## src/sv/hamming_secded_codec_assert.svh

```systemverilog
// ----------------------------------------------------------------------------
// Hamming SECDED codec assertion macros
// Shorthand for the concurrent checks at the end of the codec top level.
// ----------------------------------------------------------------------------
`ifndef HAMMING_SECDED_CODEC_ASSERT_SVH
`define HAMMING_SECDED_CODEC_ASSERT_SVH

// Same-cycle implication, sampled on clk, off while rst_n is low.
`define HSC_ASSERT_NOW(label, ante, cons, msg) \
    label: assert property (@(posedge clk) disable iff (!rst_n) (ante) |-> (cons)) \
        else $error(msg);

// Next-cycle implication, sampled on clk, off while rst_n is low.
`define HSC_ASSERT_NEXT(label, ante, cons, msg) \
    label: assert property (@(posedge clk) disable iff (!rst_n) (ante) |=> (cons)) \
        else $error(msg);

`endif

```

## src/sv/hsc_pkg.sv

```systemverilog
// ----------------------------------------------------------------------------
// Hamming SECDED codec package
// Shared widths, codes, configuration struct and position tables.
// ----------------------------------------------------------------------------
package hsc_pkg;

    localparam int WORD_W             = 32;
    localparam int POS_W              = 5;
    localparam int NUM_DATA           = 26;
    localparam int CFG_DATA_W         = 5;
    localparam int CFG_INDEX_W        = 2;
    localparam int DATA_BITS_MIN      = 1;
    localparam int DATA_BITS_MAX      = 26;
    localparam int CHECK_BITS_MIN     = 2;
    localparam int MAX_CHECK_BITS_DEF = 5;

    typedef enum logic
    {
        OP_ENCODE = 1'b0,
        OP_DECODE = 1'b1
    } op_t;

    typedef enum logic [1:0]
    {
        ST_NONE          = 2'd0,
        ST_CORRECTED     = 2'd1,
        ST_UNCORRECTABLE = 2'd2
    } status_t;

    typedef enum logic [CFG_INDEX_W-1:0]
    {
        REG_DATA_BITS  = 2'd0,
        REG_CHECK_BITS = 2'd1,
        REG_SECDED     = 2'd2
    } cfg_index_t;

    // Active code geometry, already clamped into the usable ranges.
    typedef struct packed
    {
        logic [POS_W-1:0] k;
        logic [2:0]       r;
        logic [POS_W-1:0] n;
        logic             secded;
    } cfg_t;

    // Codeword position (one-based) of data bit j: the (j+1)-th position that
    // is not a power of two.
    function automatic logic [POS_W-1:0] data_pos(input int j);
        int               cnt;
        logic [POS_W-1:0] res;
        cnt = 0;
        res = '0;
        for (int p = 3; p < WORD_W; p++)
        begin
            if ((p & (p - 1)) != 0)
            begin
                if (cnt == j)
                begin
                    res = POS_W'(p);
                end
                cnt++;
            end
        end
        return res;
    endfunction

    // Bit p-1 is set when position p has bit b set in its number.
    function automatic logic [WORD_W-1:0] pos_mask(input int b);
        logic [WORD_W-1:0] m;
        m = '0;
        for (int p = 1; p < WORD_W; p++)
        begin
            m[p-1] = ((p >> b) & 1) != 0;
        end
        return m;
    endfunction

endpackage

```

## src/sv/hsc_cfg_regs.sv

```systemverilog
// ----------------------------------------------------------------------------
// Hamming SECDED codec configuration registers
// Holds the code geometry, clamps written values and derives the length.
// ----------------------------------------------------------------------------
module hsc_cfg_regs #(
    parameter int MAX_CHECK_BITS = hsc_pkg::MAX_CHECK_BITS_DEF
) (
    input  logic                               clk,
    input  logic                               rst_n,
    input  logic                               cfg_wr_en,
    input  logic [hsc_pkg::CFG_INDEX_W-1:0]    cfg_index,
    input  logic [hsc_pkg::CFG_DATA_W-1:0]     cfg_wr_data,
    output hsc_pkg::cfg_t                      cfg
);

    logic [hsc_pkg::POS_W-1:0] data_bits_reg;
    logic [hsc_pkg::POS_W-1:0] data_bits_next;
    logic [2:0]                check_bits_reg;
    logic [2:0]                check_bits_next;
    logic                      secded_reg;
    logic                      secded_next;
    logic [hsc_pkg::POS_W-1:0] k_wr;
    logic [2:0]                r_wr;

    // Values are clamped on the way in, so the datapath sees legal geometry.
    always_comb
    begin
        if (cfg_wr_data < hsc_pkg::POS_W'(hsc_pkg::DATA_BITS_MIN))
        begin
            k_wr = hsc_pkg::POS_W'(hsc_pkg::DATA_BITS_MIN);
        end
        else if (cfg_wr_data > hsc_pkg::POS_W'(hsc_pkg::DATA_BITS_MAX))
        begin
            k_wr = hsc_pkg::POS_W'(hsc_pkg::DATA_BITS_MAX);
        end
        else
        begin
            k_wr = cfg_wr_data;
        end

        if (cfg_wr_data[2:0] < 3'(hsc_pkg::CHECK_BITS_MIN))
        begin
            r_wr = 3'(hsc_pkg::CHECK_BITS_MIN);
        end
        else if (cfg_wr_data[2:0] > 3'(MAX_CHECK_BITS))
        begin
            r_wr = 3'(MAX_CHECK_BITS);
        end
        else
        begin
            r_wr = cfg_wr_data[2:0];
        end
    end

    always_comb
    begin
        data_bits_next  = data_bits_reg;
        check_bits_next = check_bits_reg;
        secded_next     = secded_reg;
        if (cfg_wr_en)
        begin
            unique case (cfg_index)
                hsc_pkg::REG_DATA_BITS:  data_bits_next  = k_wr;
                hsc_pkg::REG_CHECK_BITS: check_bits_next = r_wr;
                hsc_pkg::REG_SECDED:     secded_next     = cfg_wr_data[0];
                default:                 ;
            endcase
        end
    end

    always_ff @(posedge clk or negedge rst_n)
    begin
        if (!rst_n)
        begin
            data_bits_reg  <= hsc_pkg::POS_W'(hsc_pkg::DATA_BITS_MAX);
            check_bits_reg <= 3'(MAX_CHECK_BITS);
            secded_reg     <= 1'b1;
        end
        else
        begin
            data_bits_reg  <= data_bits_next;
            check_bits_reg <= check_bits_next;
            secded_reg     <= secded_next;
        end
    end

    // At most 26 + 5 = 31 positions, so the sum fits the position width.
    assign cfg.k      = data_bits_reg;
    assign cfg.r      = check_bits_reg;
    assign cfg.n      = data_bits_reg + hsc_pkg::POS_W'(check_bits_reg);
    assign cfg.secded = secded_reg;

endmodule

```

## src/sv/hsc_datapath.sv

```systemverilog
// ----------------------------------------------------------------------------
// Hamming SECDED codec datapath
// Encodes a data word or checks and corrects a codeword in one pass.
// ----------------------------------------------------------------------------
module hsc_datapath #(
    parameter int MAX_CHECK_BITS = hsc_pkg::MAX_CHECK_BITS_DEF
) (
    input  hsc_pkg::cfg_t                     cfg,
    input  logic                              operation,
    input  logic [hsc_pkg::WORD_W-1:0]        word_in,
    output logic [hsc_pkg::WORD_W-1:0]        word_out,
    output logic [hsc_pkg::POS_W-1:0]         error_position,
    output logic [1:0]                        status
);

    localparam int W = hsc_pkg::WORD_W;
    localparam int PW = hsc_pkg::POS_W;

    logic [hsc_pkg::NUM_DATA-1:0] lane_en;
    logic [W-1:0]                 n_mask;
    logic [W-1:0]                 p_mask;
    logic [MAX_CHECK_BITS-1:0]    r_mask;
    logic [W-1:0]                 enc_data;
    logic [PW-1:0]                enc_syn_full;
    logic [MAX_CHECK_BITS-1:0]    enc_syn;
    logic [W-1:0]                 enc_cw;
    logic [W-1:0]                 enc_word;
    logic [W-1:0]                 dec_cw;
    logic [PW-1:0]                dec_syn_full;
    logic [MAX_CHECK_BITS-1:0]    dec_syn;
    logic [PW-1:0]                syn;
    logic                         dec_par;
    logic [W-1:0]                 fixed_cw;
    logic [W-1:0]                 dec_data;
    logic [PW-1:0]                dec_pos;
    hsc_pkg::status_t             dec_status;

    // Lane and position masks that follow from the code geometry.
    always_comb
    begin
        n_mask = (W'(1) << cfg.n) - W'(1);
        p_mask = n_mask | (W'(1) << cfg.n);
        for (int j = 0; j < hsc_pkg::NUM_DATA; j++)
        begin
            lane_en[j] = (PW'(j) < cfg.k) && (hsc_pkg::data_pos(j) <= cfg.n);
        end
        for (int i = 0; i < MAX_CHECK_BITS; i++)
        begin
            r_mask[i] = 3'(i) < cfg.r;
        end
    end

    // Encode: scatter data bits, then fill check positions and, with SECDED on, parity.
    always_comb
    begin
        enc_data = '0;
        for (int j = 0; j < hsc_pkg::NUM_DATA; j++)
        begin
            if (lane_en[j])
            begin
                enc_data[hsc_pkg::data_pos(j) - PW'(1)] = word_in[j];
            end
        end
        for (int b = 0; b < PW; b++)
        begin
            enc_syn_full[b] = ^(enc_data & n_mask & hsc_pkg::pos_mask(b));
        end
        enc_syn = enc_syn_full[MAX_CHECK_BITS-1:0] & r_mask;
        enc_cw  = enc_data;
        for (int i = 0; i < MAX_CHECK_BITS; i++)
        begin
            if (enc_syn[i] && ((W'(1) << i) <= W'(cfg.n)))
            begin
                enc_cw[PW'((1 << i) - 1)] = 1'b1;
            end
        end
        enc_word = enc_cw;
        if (cfg.secded)
        begin
            enc_word[cfg.n] = ^enc_cw;
        end
    end

    // Decode: syndrome and overall parity, then repair or flag.
    always_comb
    begin
        dec_cw = word_in & n_mask;
        for (int b = 0; b < PW; b++)
        begin
            dec_syn_full[b] = ^(dec_cw & hsc_pkg::pos_mask(b));
        end
        dec_syn = dec_syn_full[MAX_CHECK_BITS-1:0] & r_mask;
        syn     = PW'(dec_syn);
        dec_par = ^(word_in & p_mask);

        dec_status = hsc_pkg::ST_NONE;
        dec_pos    = '0;
        fixed_cw   = dec_cw;
        // A syndrome that points past the codeword cannot be repaired.
        priority if (cfg.secded && syn == '0)
        begin
            if (dec_par)
            begin
                dec_status = hsc_pkg::ST_CORRECTED;
                dec_pos    = cfg.n;
            end
        end
        else if (syn == '0)
        begin
            dec_status = hsc_pkg::ST_NONE;
        end
        else if ((cfg.secded && !dec_par) || syn > cfg.n)
        begin
            dec_status = hsc_pkg::ST_UNCORRECTABLE;
        end
        else
        begin
            dec_status = hsc_pkg::ST_CORRECTED;
            dec_pos    = syn - PW'(1);
            fixed_cw   = dec_cw ^ (W'(1) << (syn - PW'(1)));
        end

        dec_data = '0;
        for (int j = 0; j < hsc_pkg::NUM_DATA; j++)
        begin
            if (lane_en[j])
            begin
                dec_data[j] = fixed_cw[hsc_pkg::data_pos(j) - PW'(1)];
            end
        end
    end

    always_comb
    begin
        unique case (hsc_pkg::op_t'(operation))
            hsc_pkg::OP_ENCODE:
            begin
                word_out       = enc_word;
                error_position = '0;
                status         = hsc_pkg::ST_NONE;
            end
            hsc_pkg::OP_DECODE:
            begin
                word_out       = dec_data;
                error_position = dec_pos;
                status         = dec_status;
            end
            default:
            begin
                word_out       = enc_word;
                error_position = '0;
                status         = hsc_pkg::ST_NONE;
            end
        endcase
    end

endmodule

```

## src/sv/hamming_secded_codec.sv

```systemverilog
// ----------------------------------------------------------------------------
// Hamming SECDED codec
// Encodes data words into Hamming codewords with optional overall parity,
// and checks, corrects and unpacks received codewords.
//
//   Channel  Direction  Handshake              Payload
//   in       request    in_valid / in_ready    operation, word_in
//   out      result     out_valid / out_ready  word_out, error_position, status
//   cfg      write      cfg_wr_en              cfg_index, cfg_wr_data
//
// A request is registered at acceptance and its result moves into the output
// register when that register is empty or taken; one request is taken every
// cycle unless the output stalls, with a single pass between the two registers.
// in_ready drops only when both stages are full and out_ready is low.
// rst_n clears both stages and restores 26 data bits, MAX_CHECK_BITS check bits, SECDED on.
// ----------------------------------------------------------------------------
`include "hamming_secded_codec_assert.svh"

module hamming_secded_codec #(
    parameter int MAX_CHECK_BITS = hsc_pkg::MAX_CHECK_BITS_DEF
) (
    input  logic                              clk,
    input  logic                              rst_n,
    input  logic                              cfg_wr_en,
    input  logic [hsc_pkg::CFG_INDEX_W-1:0]   cfg_index,
    input  logic [hsc_pkg::CFG_DATA_W-1:0]    cfg_wr_data,
    input  logic                              in_valid,
    output logic                              in_ready,
    input  logic                              operation,
    input  logic [hsc_pkg::WORD_W-1:0]        word_in,
    output logic                              out_valid,
    input  logic                              out_ready,
    output logic [hsc_pkg::WORD_W-1:0]        word_out,
    output logic [hsc_pkg::POS_W-1:0]         error_position,
    output logic [1:0]                        status
);

    hsc_pkg::cfg_t                cfg;
    logic                         s1_valid_reg;
    logic                         s1_valid_next;
    logic                         op_reg;
    logic [hsc_pkg::WORD_W-1:0]   word_reg;
    logic                         out_valid_reg;
    logic                         out_valid_next;
    logic [hsc_pkg::WORD_W-1:0]   word_out_reg;
    logic [hsc_pkg::POS_W-1:0]    error_position_reg;
    logic [1:0]                   status_reg;
    logic [hsc_pkg::WORD_W-1:0]   dp_word;
    logic [hsc_pkg::POS_W-1:0]    dp_pos;
    logic [1:0]                   dp_status;
    logic                         out_adv;
    logic                         in_take;
    logic                         out_load;

    hsc_cfg_regs #(
        .MAX_CHECK_BITS (MAX_CHECK_BITS)
    ) u_cfg (
        .clk         (clk),
        .rst_n       (rst_n),
        .cfg_wr_en   (cfg_wr_en),
        .cfg_index   (cfg_index),
        .cfg_wr_data (cfg_wr_data),
        .cfg         (cfg)
    );

    hsc_datapath #(
        .MAX_CHECK_BITS (MAX_CHECK_BITS)
    ) u_dp (
        .cfg            (cfg),
        .operation      (op_reg),
        .word_in        (word_reg),
        .word_out       (dp_word),
        .error_position (dp_pos),
        .status         (dp_status)
    );

    // The output register moves when empty or taken; stage one follows it.
    assign out_adv  = !out_valid_reg || out_ready;
    assign in_ready = !s1_valid_reg || out_adv;
    assign in_take  = in_valid && in_ready;
    assign out_load = out_adv && s1_valid_reg;

    assign s1_valid_next  = in_ready ? in_valid : s1_valid_reg;
    assign out_valid_next = out_adv ? s1_valid_reg : out_valid_reg;

    always_ff @(posedge clk or negedge rst_n)
    begin
        if (!rst_n)
        begin
            s1_valid_reg  <= 1'b0;
            out_valid_reg <= 1'b0;
        end
        else
        begin
            s1_valid_reg  <= s1_valid_next;
            out_valid_reg <= out_valid_next;
        end
    end

    always_ff @(posedge clk)
    begin
        if (in_take)
        begin
            op_reg   <= operation;
            word_reg <= word_in;
        end
        if (out_load)
        begin
            word_out_reg       <= dp_word;
            error_position_reg <= dp_pos;
            status_reg         <= dp_status;
        end
    end

    assign out_valid      = out_valid_reg;
    assign word_out       = word_out_reg;
    assign error_position = error_position_reg;
    assign status         = status_reg;

    `HSC_ASSERT_NOW(a_full_blocks_input, out_valid_reg && !out_ready && s1_valid_reg, !in_ready, "input taken while both stages are full")
    `HSC_ASSERT_NEXT(a_stage_moves_out, s1_valid_reg && out_adv, out_valid_reg, "registered request did not reach the output register")
    `HSC_ASSERT_NOW(a_pos_only_on_fix, out_valid_reg && status_reg != hsc_pkg::ST_CORRECTED, error_position_reg == '0, "error position set without a correction")

endmodule
```

## config.mk

```make
export PLATFORM = sky130hd
export DESIGN_NAME = hamming_secded_codec
export DESIGN_NICKNAME = d
export VERILOG_FILES = /design/src/sv/hsc_pkg.sv /design/src/sv/hsc_cfg_regs.sv /design/src/sv/hsc_datapath.sv /design/src/sv/hamming_secded_codec.sv
export VERILOG_INCLUDE_DIRS = /design/src /design/src/sv
export SDC_FILE = /design/constraint.sdc
export NUM_CORES = 1
export LEC_CHECK = 0
export ABC_AREA = 1
export BUFFER_PORTS_ARGS = -buffer_cell sky130_fd_sc_hd__buf_2
export CAP_MARGIN = 20
export CORE_MARGIN = 2
export CORE_UTILIZATION = 45
export CTS_BUF_LIST = sky130_fd_sc_hd__clkbuf_16
export CTS_CLUSTER_SIZE = 28
export DETAILED_ROUTE_END_ITERATION = 12
export GPL_TIMING_DRIVEN = 0
export HOLD_SLACK_MARGIN = 0.06
export PLACE_DENSITY = 0.68
export SKIP_CTS_REPAIR_TIMING = 1
export SLEW_MARGIN = 20
export SYNTH_ARGS = -nofsm -noshare
export SYNTH_HDL_FRONTEND = slang
export SYNTH_HIERARCHICAL = 1
export SYNTH_SLANG_ARGS = --single-unit
```

## constraint.sdc

```tcl
create_clock -name clk -period 19.3 [get_ports clk]
set_input_delay 3.86 -clock clk [delete_from_list [all_inputs] [get_ports clk]]
set_output_delay 3.86 -clock clk [all_outputs]
set_load 0.03 [all_outputs]
```

==> run summary, run 1 <==
The layer carrying the most global-route usage was met2. The clock reaches the later pin of the worst-skew pair after 350 ps. The slew at the pin closest to its max-slew limit was 976 ps; the post-detailed-route DRC marker count was 0. The logs give 22400 µm² for the area of the die and 6 for the number of warning messages in the yosys log. The initialized floorplan defines 53 standard-cell rows. The depth of the most critical reg-to-reg path is 40. Setup repair after global routing left no endpoint under its margin. In the post-synthesis netlist, the biggest area contributors are sky130_fd_sc_hd__edfxtp_1 (23%), sky130_fd_sc_hd__nand2_1 (20%), sky130_fd_sc_hd__inv_1 (8.3%).

The flip-flop and latch count after synthesis works out to 83. Counting the buffers created by CTS gives 9. In this run the worst hold path is classified as register to register. STA classifies the critical path endpoint as a primary output. The final-report hold violation count was 0. The tree built by TritonCTS fans out to 83 sinks.

The adder-cell area share of the yosys netlist was 0.0546; the number of setup violations in the final report was 0. The average instance area after synthesis is 6.45 µm². The maximum net fanout on the critical path works out to 3. In the synthesized netlist, the number of instances is 1479. For the setup skew after layout, the log shows 11.5 ps. The floorplan step set the die width to 150 µm.

The largest incremental delay on the critical path is 190 ps, and the count of input and output buffers is 85. The summed negative setup slack over all endpoints is 0 ps. The fraction of the mapped netlist area in compound gates works out to 0.0609. Share of the cycle needed by the critical path after routing: 0.426. From synthesis to final layout, the design area changed by 11.9%.

The tools report the data arrival time at the worst-slack endpoint as 4370 ps. The xor and xnor fraction of the mapped netlist area is 0.0949. The total via count in the routed design is 9967, and the overall die height is 150 µm. The first global-routing pass estimated 53300 µm of wire. Fraction of the mapped netlist area in simple logic gates: 0.422. The number of enable-type register cells in the synthesized netlist works out to 72. 0 antenna diodes ended up in the layout. STA classifies the critical path startpoint as an input pin.

For the peak clock frequency supported by timing, the log shows 122 MHz. Type of the worst setup path: input pin to primary output. The cell area after technology mapping is 9530 µm².

Among cell families on the critical path, the largest total delay comes from buffers and inverters. The cell taking the most area after synthesis was sky130_fd_sc_hd__edfxtp_1. For this run, the leading register cell type out of synthesis is sky130_fd_sc_hd__edfxtp_1. The number of maximum-capacitance constraint violations was 0; the cell depth of the worst min-delay path was 2. In this run the number of cells on the critical path is 4. TritonCTS built the clock tree.

The run finished with clean final reports. The wire length reported by the detailed router was 36200 µm; the net count of the mapped netlist was 1565. The global-route usage over all layers was 0.326; the final instance area was 10700 µm². The routability-driven placement congestion ratio was 1.01. For the worst relative slew slack, the log shows 0.343. The global routing usage on met3 came out at 0.0369.

Subtracting the final worst setup slack from the clock period gives 8230 ps. Dividing the detail-routed wire length by the instance count gives 19.5 µm. For the register area share after synthesis, the log shows 0.256. The count of routing violations after the opening detailed-route iteration is 977, and the number of global-route vias before repair is 9133.

The largest net degree at the start of global routing is 34. The tools report the buffer cell driving the clock tree root as sky130_fd_sc_hd__clkbuf_16. After the last flow step, the layout net total stands at 1662. The run gives 2 as the maximum buffer depth of the clock tree. The tools report the area of the core as 20900 µm². The leftover overflow at the end of global routing was 0; the remaining number of nets flagged by the antenna check after routing was 0. The met2 track demand over resource was 0.522; the count of pins over their slew limit was 0. The tools report the initial antenna violation count as 0. Clock-pin slew on the worst setup and hold paths: 70 ps.

For the critical path required time, the log shows 15440 ps. For the total half-perimeter wirelength after legalization and detailed placement, the log shows 30100 µm. The signal on the critical path passes through buf_2, inv_1, nand3_2, buf_2.

The slowest stage of the critical path is the sky130_fd_sc_hd__buf_2 cell. The main combinational cell family by area after synthesis is simple AND/OR/NAND/NOR gates. Fraction of final layout cells with drive strength greater than 1: 0.141. Cell with the most instances on the worst path: sky130_fd_sc_hd__buf_2. During I/O placement, the number of pins put on the boundary was 86. The async set-reset flop share out of synthesis is 0.133, and the effective utilization at floorplan is 0.456.

The number of optimization iterations in the first detailed-route pass was 6. Dividing the detail-routed via count by the number of cells gives 5.37. The mux contribution to synthesized area was 0; the level count of the clock H-tree was 3.

Routing usage on met1: 0.431. In this run the cell area measured after placement is 10300 µm². The area share of the largest cell type after synthesis was 0.227. The post-synthesis cell type count came out at 48. Together, buffers and inverters on the worst path number 3.
Yosys cell counts (11+ instances only):
cell type,count
sky130_fd_sc_hd__nand2_1,498
sky130_fd_sc_hd__inv_1,210
sky130_fd_sc_hd__nand3_1,151
sky130_fd_sc_hd__nor2_1,114
sky130_fd_sc_hd__edfxtp_1,72
sky130_fd_sc_hd__xor2_1,52
sky130_fd_sc_hd__xnor2_1,45
sky130_fd_sc_hd__a21oi_1,43
sky130_fd_sc_hd__ha_1,40
sky130_fd_sc_hd__nand4_1,34
sky130_fd_sc_hd__o21ai_0,26
sky130_fd_sc_hd__nor2_2,25
sky130_fd_sc_hd__o21ai_1,19
sky130_fd_sc_hd__inv_2,13
sky130_fd_sc_hd__nand2_2,12
sky130_fd_sc_hd__nand3b_1,12
sky130_fd_sc_hd__clkbuf_1,11
sky130_fd_sc_hd__nand3_2,11
tightest hold or removal path: cells and delay by family, from the launching register on:
kind             cells  cell delay (ps)
AO/OA/AOI/OAI        1               70
AND/OR/NAND/NOR      1               50
flip-flops           1              380
cells in the final DEF, fill, tap and decap left out, drive strengths merged, types with 6 or more instances in the layout:
| cell | Yosys | layout |
|---|---|---|
| a21oi | 45 | 45 |
| buf | 21 | 107 |
| clkbuf | 11 | 23 |
| dfstp | 6 | 6 |
| edfxtp | 72 | 72 |
| ha | 40 | 40 |
| inv | 224 | 228 |
| nand2 | 513 | 513 |
| nand3 | 164 | 164 |
| nand3b | 12 | 12 |
| nand4 | 39 | 39 |
| nor2 | 147 | 147 |
| nor3 | 8 | 8 |
| o21ai | 50 | 50 |
| or2 | 7 | 7 |
| xnor2 | 45 | 45 |
| xor2 | 54 | 54 |
cell families after synthesis:
| kind of cell | Yosys count |
|---|---|
| xor+xnor | 100 |
| compound gates | 105 |
| fa+ha+maj | 41 |
| simple gates | 893 |
| buf+inv | 257 |
| flops | 83 |
layout make-up:
type                            count  area [µm²]
Fill cell                        2232       10200
Multi-Input combinational cell   1139        6040
Sequential cell                    83        2440
Inverter                          225         847
Timing Repair Buffer               86         453
Tap cell                          275         344
Clock buffer                       12         300
Buffer                             32         210
Clock inverter                      4        25.0
final timing paths:
check	start	to	slack (ps)
max	out_ready	in_ready	11070
min	u_cfg/secded_reg	u_cfg/secded_reg	500
max reg2reg	u_cfg/check_bits_reg[0]	word_out[6]	11120
min reg2reg	u_cfg/secded_reg	u_cfg/secded_reg	500
max in group asynchronous	rst_n	u_cfg/data_bits_reg[4]	15680
min in group asynchronous	rst_n	u_cfg/check_bits_reg[1]	3360
routing by layer:
metal	up-vias	routed length, µm	share of wire
met4	0	2290	0.063
met1	4539	15300	0.42
met5	-	0	0
met2	420	15900	0.44
li1	4906	-	-
met3	102	2690	0.074
through the flow:
stage                     hold slack, ps  utilization  instances  worst slack [ps]
after floorplan                      460            -       1479             11320
after CTS                            509        0.511       1856             11070
after global placement               486        0.493       1839             11140
after global routing                 536        0.511       1856             10580
after detailed placement             497        0.495       1840             11070
final                                503        0.511       1856             11070
Power of run 1 is left out: the tool's default activity adds up to more than one toggle a clock period on the data nets, which glitch-free logic cannot reach.
==> inputs of run 2 (changes only) <==
==> constraint.sdc (replaced) <==
create_clock -name clk -period 8.5 [get_ports clk]
set_input_delay 1.7 -clock clk [delete_from_list [all_inputs] [get_ports clk]]
set_output_delay 1.7 -clock clk [all_outputs]
set_load 0.03 [all_outputs]
==> run summary, run 2 (synthesized netlist as in run 1, its figures left out) <==
The most common cell after layout, fill and taps aside is sky130_fd_sc_hd__nand2_1. Startpoint type of the worst setup path: a register. The global-route wire length before repair is 53300 µm (unchanged), and the number of maximum-capacitance constraint violations is 0 (unchanged). The area of the die was 22400 µm² (unchanged); the global-route usage over all layers was 0.326 (unchanged). Type of the worst setup path: register to register. The top cell types in the final layout, fill and taps aside, are sky130_fd_sc_hd__nand2_1 (498), sky130_fd_sc_hd__inv_1 (210), sky130_fd_sc_hd__nand3_1 (151), sky130_fd_sc_hd__nor2_1 (114), sky130_fd_sc_hd__buf_2 (94). The detailed-route wire length per cell was 19.5 µm (about the same); the slew at the pin closest to its max-slew limit was 933 ps (-42.7 ps). The run gives 0.456 (unchanged) as the effective utilization at floorplan. The run gives 86 (unchanged) as the number of ports placed on the die boundary. The level count of the clock H-tree is 3 (unchanged), and the worst relative slew slack is 0.371 (+0.0287). The fraction of final layout cells with drive strength greater than 1 was 0.142 (+0.00127); the overall die height was 150 µm (unchanged). The logs give 6 (unchanged) for the number of optimization iterations in the first detailed-route pass and 0 (unchanged) for the post-detailed-route DRC marker count. The run gives 0 (unchanged) as the number of setup violations in the final report. The worst setup path is captured at a register.

The total half-perimeter wirelength after legalization and detailed placement was 30100 µm (unchanged); the total via count in the routed design was 10000 (+0.39%). After layout, the minimum clock period comes to 7990 ps. The logs give 83 (unchanged) for the number of clock sinks seen by CTS and 2228 (-0.18%) for the number of filler cells placed in the layout. The initial antenna violation count was 0 (unchanged). The maximum buffer depth of the clock tree was 2 (unchanged); the area growth from synthesis to layout was 12.0%.

The run gives 0 (unchanged) as the final-report hold violation count. The run gives 12.0 ps (+0.489 ps) as the setup skew after layout. The remaining number of nets flagged by the antenna check after routing came out at 0 (unchanged).

The data arrival time at the worst-slack endpoint is 8040 ps (+3670 ps), and the largest incremental delay on the critical path is 570 ps (+380 ps). The topmost layer with routed signal wires was met4. The share of the cycle needed by the critical path after routing came out at 0.940.

The tree is rooted in a sky130_fd_sc_hd__clkbuf_16. TritonCTS built the clock tree. The flow ran to the end, and the final reports show no timing, DRC or antenna violations. For the peak clock frequency supported by timing, the log shows 125 MHz. The tools report the summed negative setup slack over all endpoints as 0 ps (unchanged). Setup repair after global routing left no endpoint under its margin.

Leftover overflow at the end of global routing: 0 (unchanged). The maximum net fanout on the critical path was 10 (+7). The run gives 0 (unchanged) as the antenna diode count. The routability-driven placement congestion ratio was 1.01 (unchanged); the number of global-route vias before repair was 9133 (unchanged). The largest net degree at the start of global routing is 34 (unchanged). The total met3 wirelength after detailed routing came out at 2530 µm (-5.9%).

The wire length reported by the detailed router was 36200 µm (about the same). The clock-pin slew on the worst setup and hold paths was 70 ps (about the same); the final net count was 1662 (unchanged). The width of the die was 150 µm (unchanged).

The post-route core utilization is 0.511 (+0.000719), and the clock latency at the later pin of the worst-skew pair is 350 ps (about the same). Class of the worst hold path: register to register. The run gives 53 (unchanged) as the row count.

Worst-path cell with the longest stage delay: sky130_fd_sc_hd__dfstp_2. The number of CTS-inserted buffers was 9 (unchanged). The area of the core is 20900 µm² (unchanged). The critical path required time was 8550 ps (-6890 ps).

The run gives 976 (-0.10%) as the count of routing violations after the opening detailed-route iteration. Count of input and output buffers: 85 (unchanged). The count of pins over their slew limit is 0 (unchanged), and the number of vias per cell is 5.39 (+0.39%).

The run gives 16100 µm (+0.95%) as the met2 layer wire length in the routed design. The wire length on met1 was 15400 µm (+0.99%).
==> run 2: cell types whose count changed in the layout (fill, tap and decap cells not counted) <==
| cell | previous run | this run |
|---|---|---|
| sky130_fd_sc_hd__xor2_2 | 2 | 4 |
| sky130_fd_sc_hd__xor2_1 | 52 | 50 |
==> run 2: final cells by class <==
cell class              count  area [µm²]  area share
flip-flops and latches     83        2440       0.229
inverters                 225         847      0.0793
well taps                 275         344      0.0322
multi-input cells        1139        6060       0.567
repair buffers             86         453      0.0424
plain buffers              32         210      0.0197
clock buffers              12         300      0.0281
clock inverters             4        25.0     0.00234
==> run 2: metal layers <==
layer	vias up	global-route usage
li1	4899	-
met1	4541	0.431
met2	470	0.522
met3	96	0.0369
met4	0	0.174
met5	-	0
==> run 2: critical path, delay by kind of cell (launching register included) <==
family	cells	cell delay (ps)
AND/OR/NAND/NOR	17	2410
AO/OA/AOI/OAI	4	700
buffers and inverters	7	800
flip-flops	1	570
XOR/XNOR	5	1700
adder cells (fa/ha/maj)	5	1500
==> run 2: worst paths after layout <==
check | startpoint | slack (ps) | cells past startpoint | endpoint
min in group asynchronous | rst_n | 1200 | 1 | u_cfg/check_bits_reg[1]
max | u_cfg/check_bits_reg[0] | 510 | 38 | word_out[6]
max in group asynchronous | rst_n | 7040 | 1 | u_cfg/data_bits_reg[4]
min | u_cfg/secded_reg | 500 | 2 | u_cfg/secded_reg
max reg2reg | u_cfg/check_bits_reg[0] | 510 | 38 | word_out[6]
min reg2reg | u_cfg/secded_reg | 500 | 2 | u_cfg/secded_reg
==> run 2: stage by stage <==
stage	worst slack, ps	hold WS [ps]	std cells	instance area (µm²)
global route	27.5	536	1856	10700
floorplan	2330	460	1479	9530
CTS	569	509	1856	10700
finish	510	502	1856	10700
detailed placement	621	497	1840	10300
global placement	671	486	1839	10300
Power of run 2 is left out for the same reason.
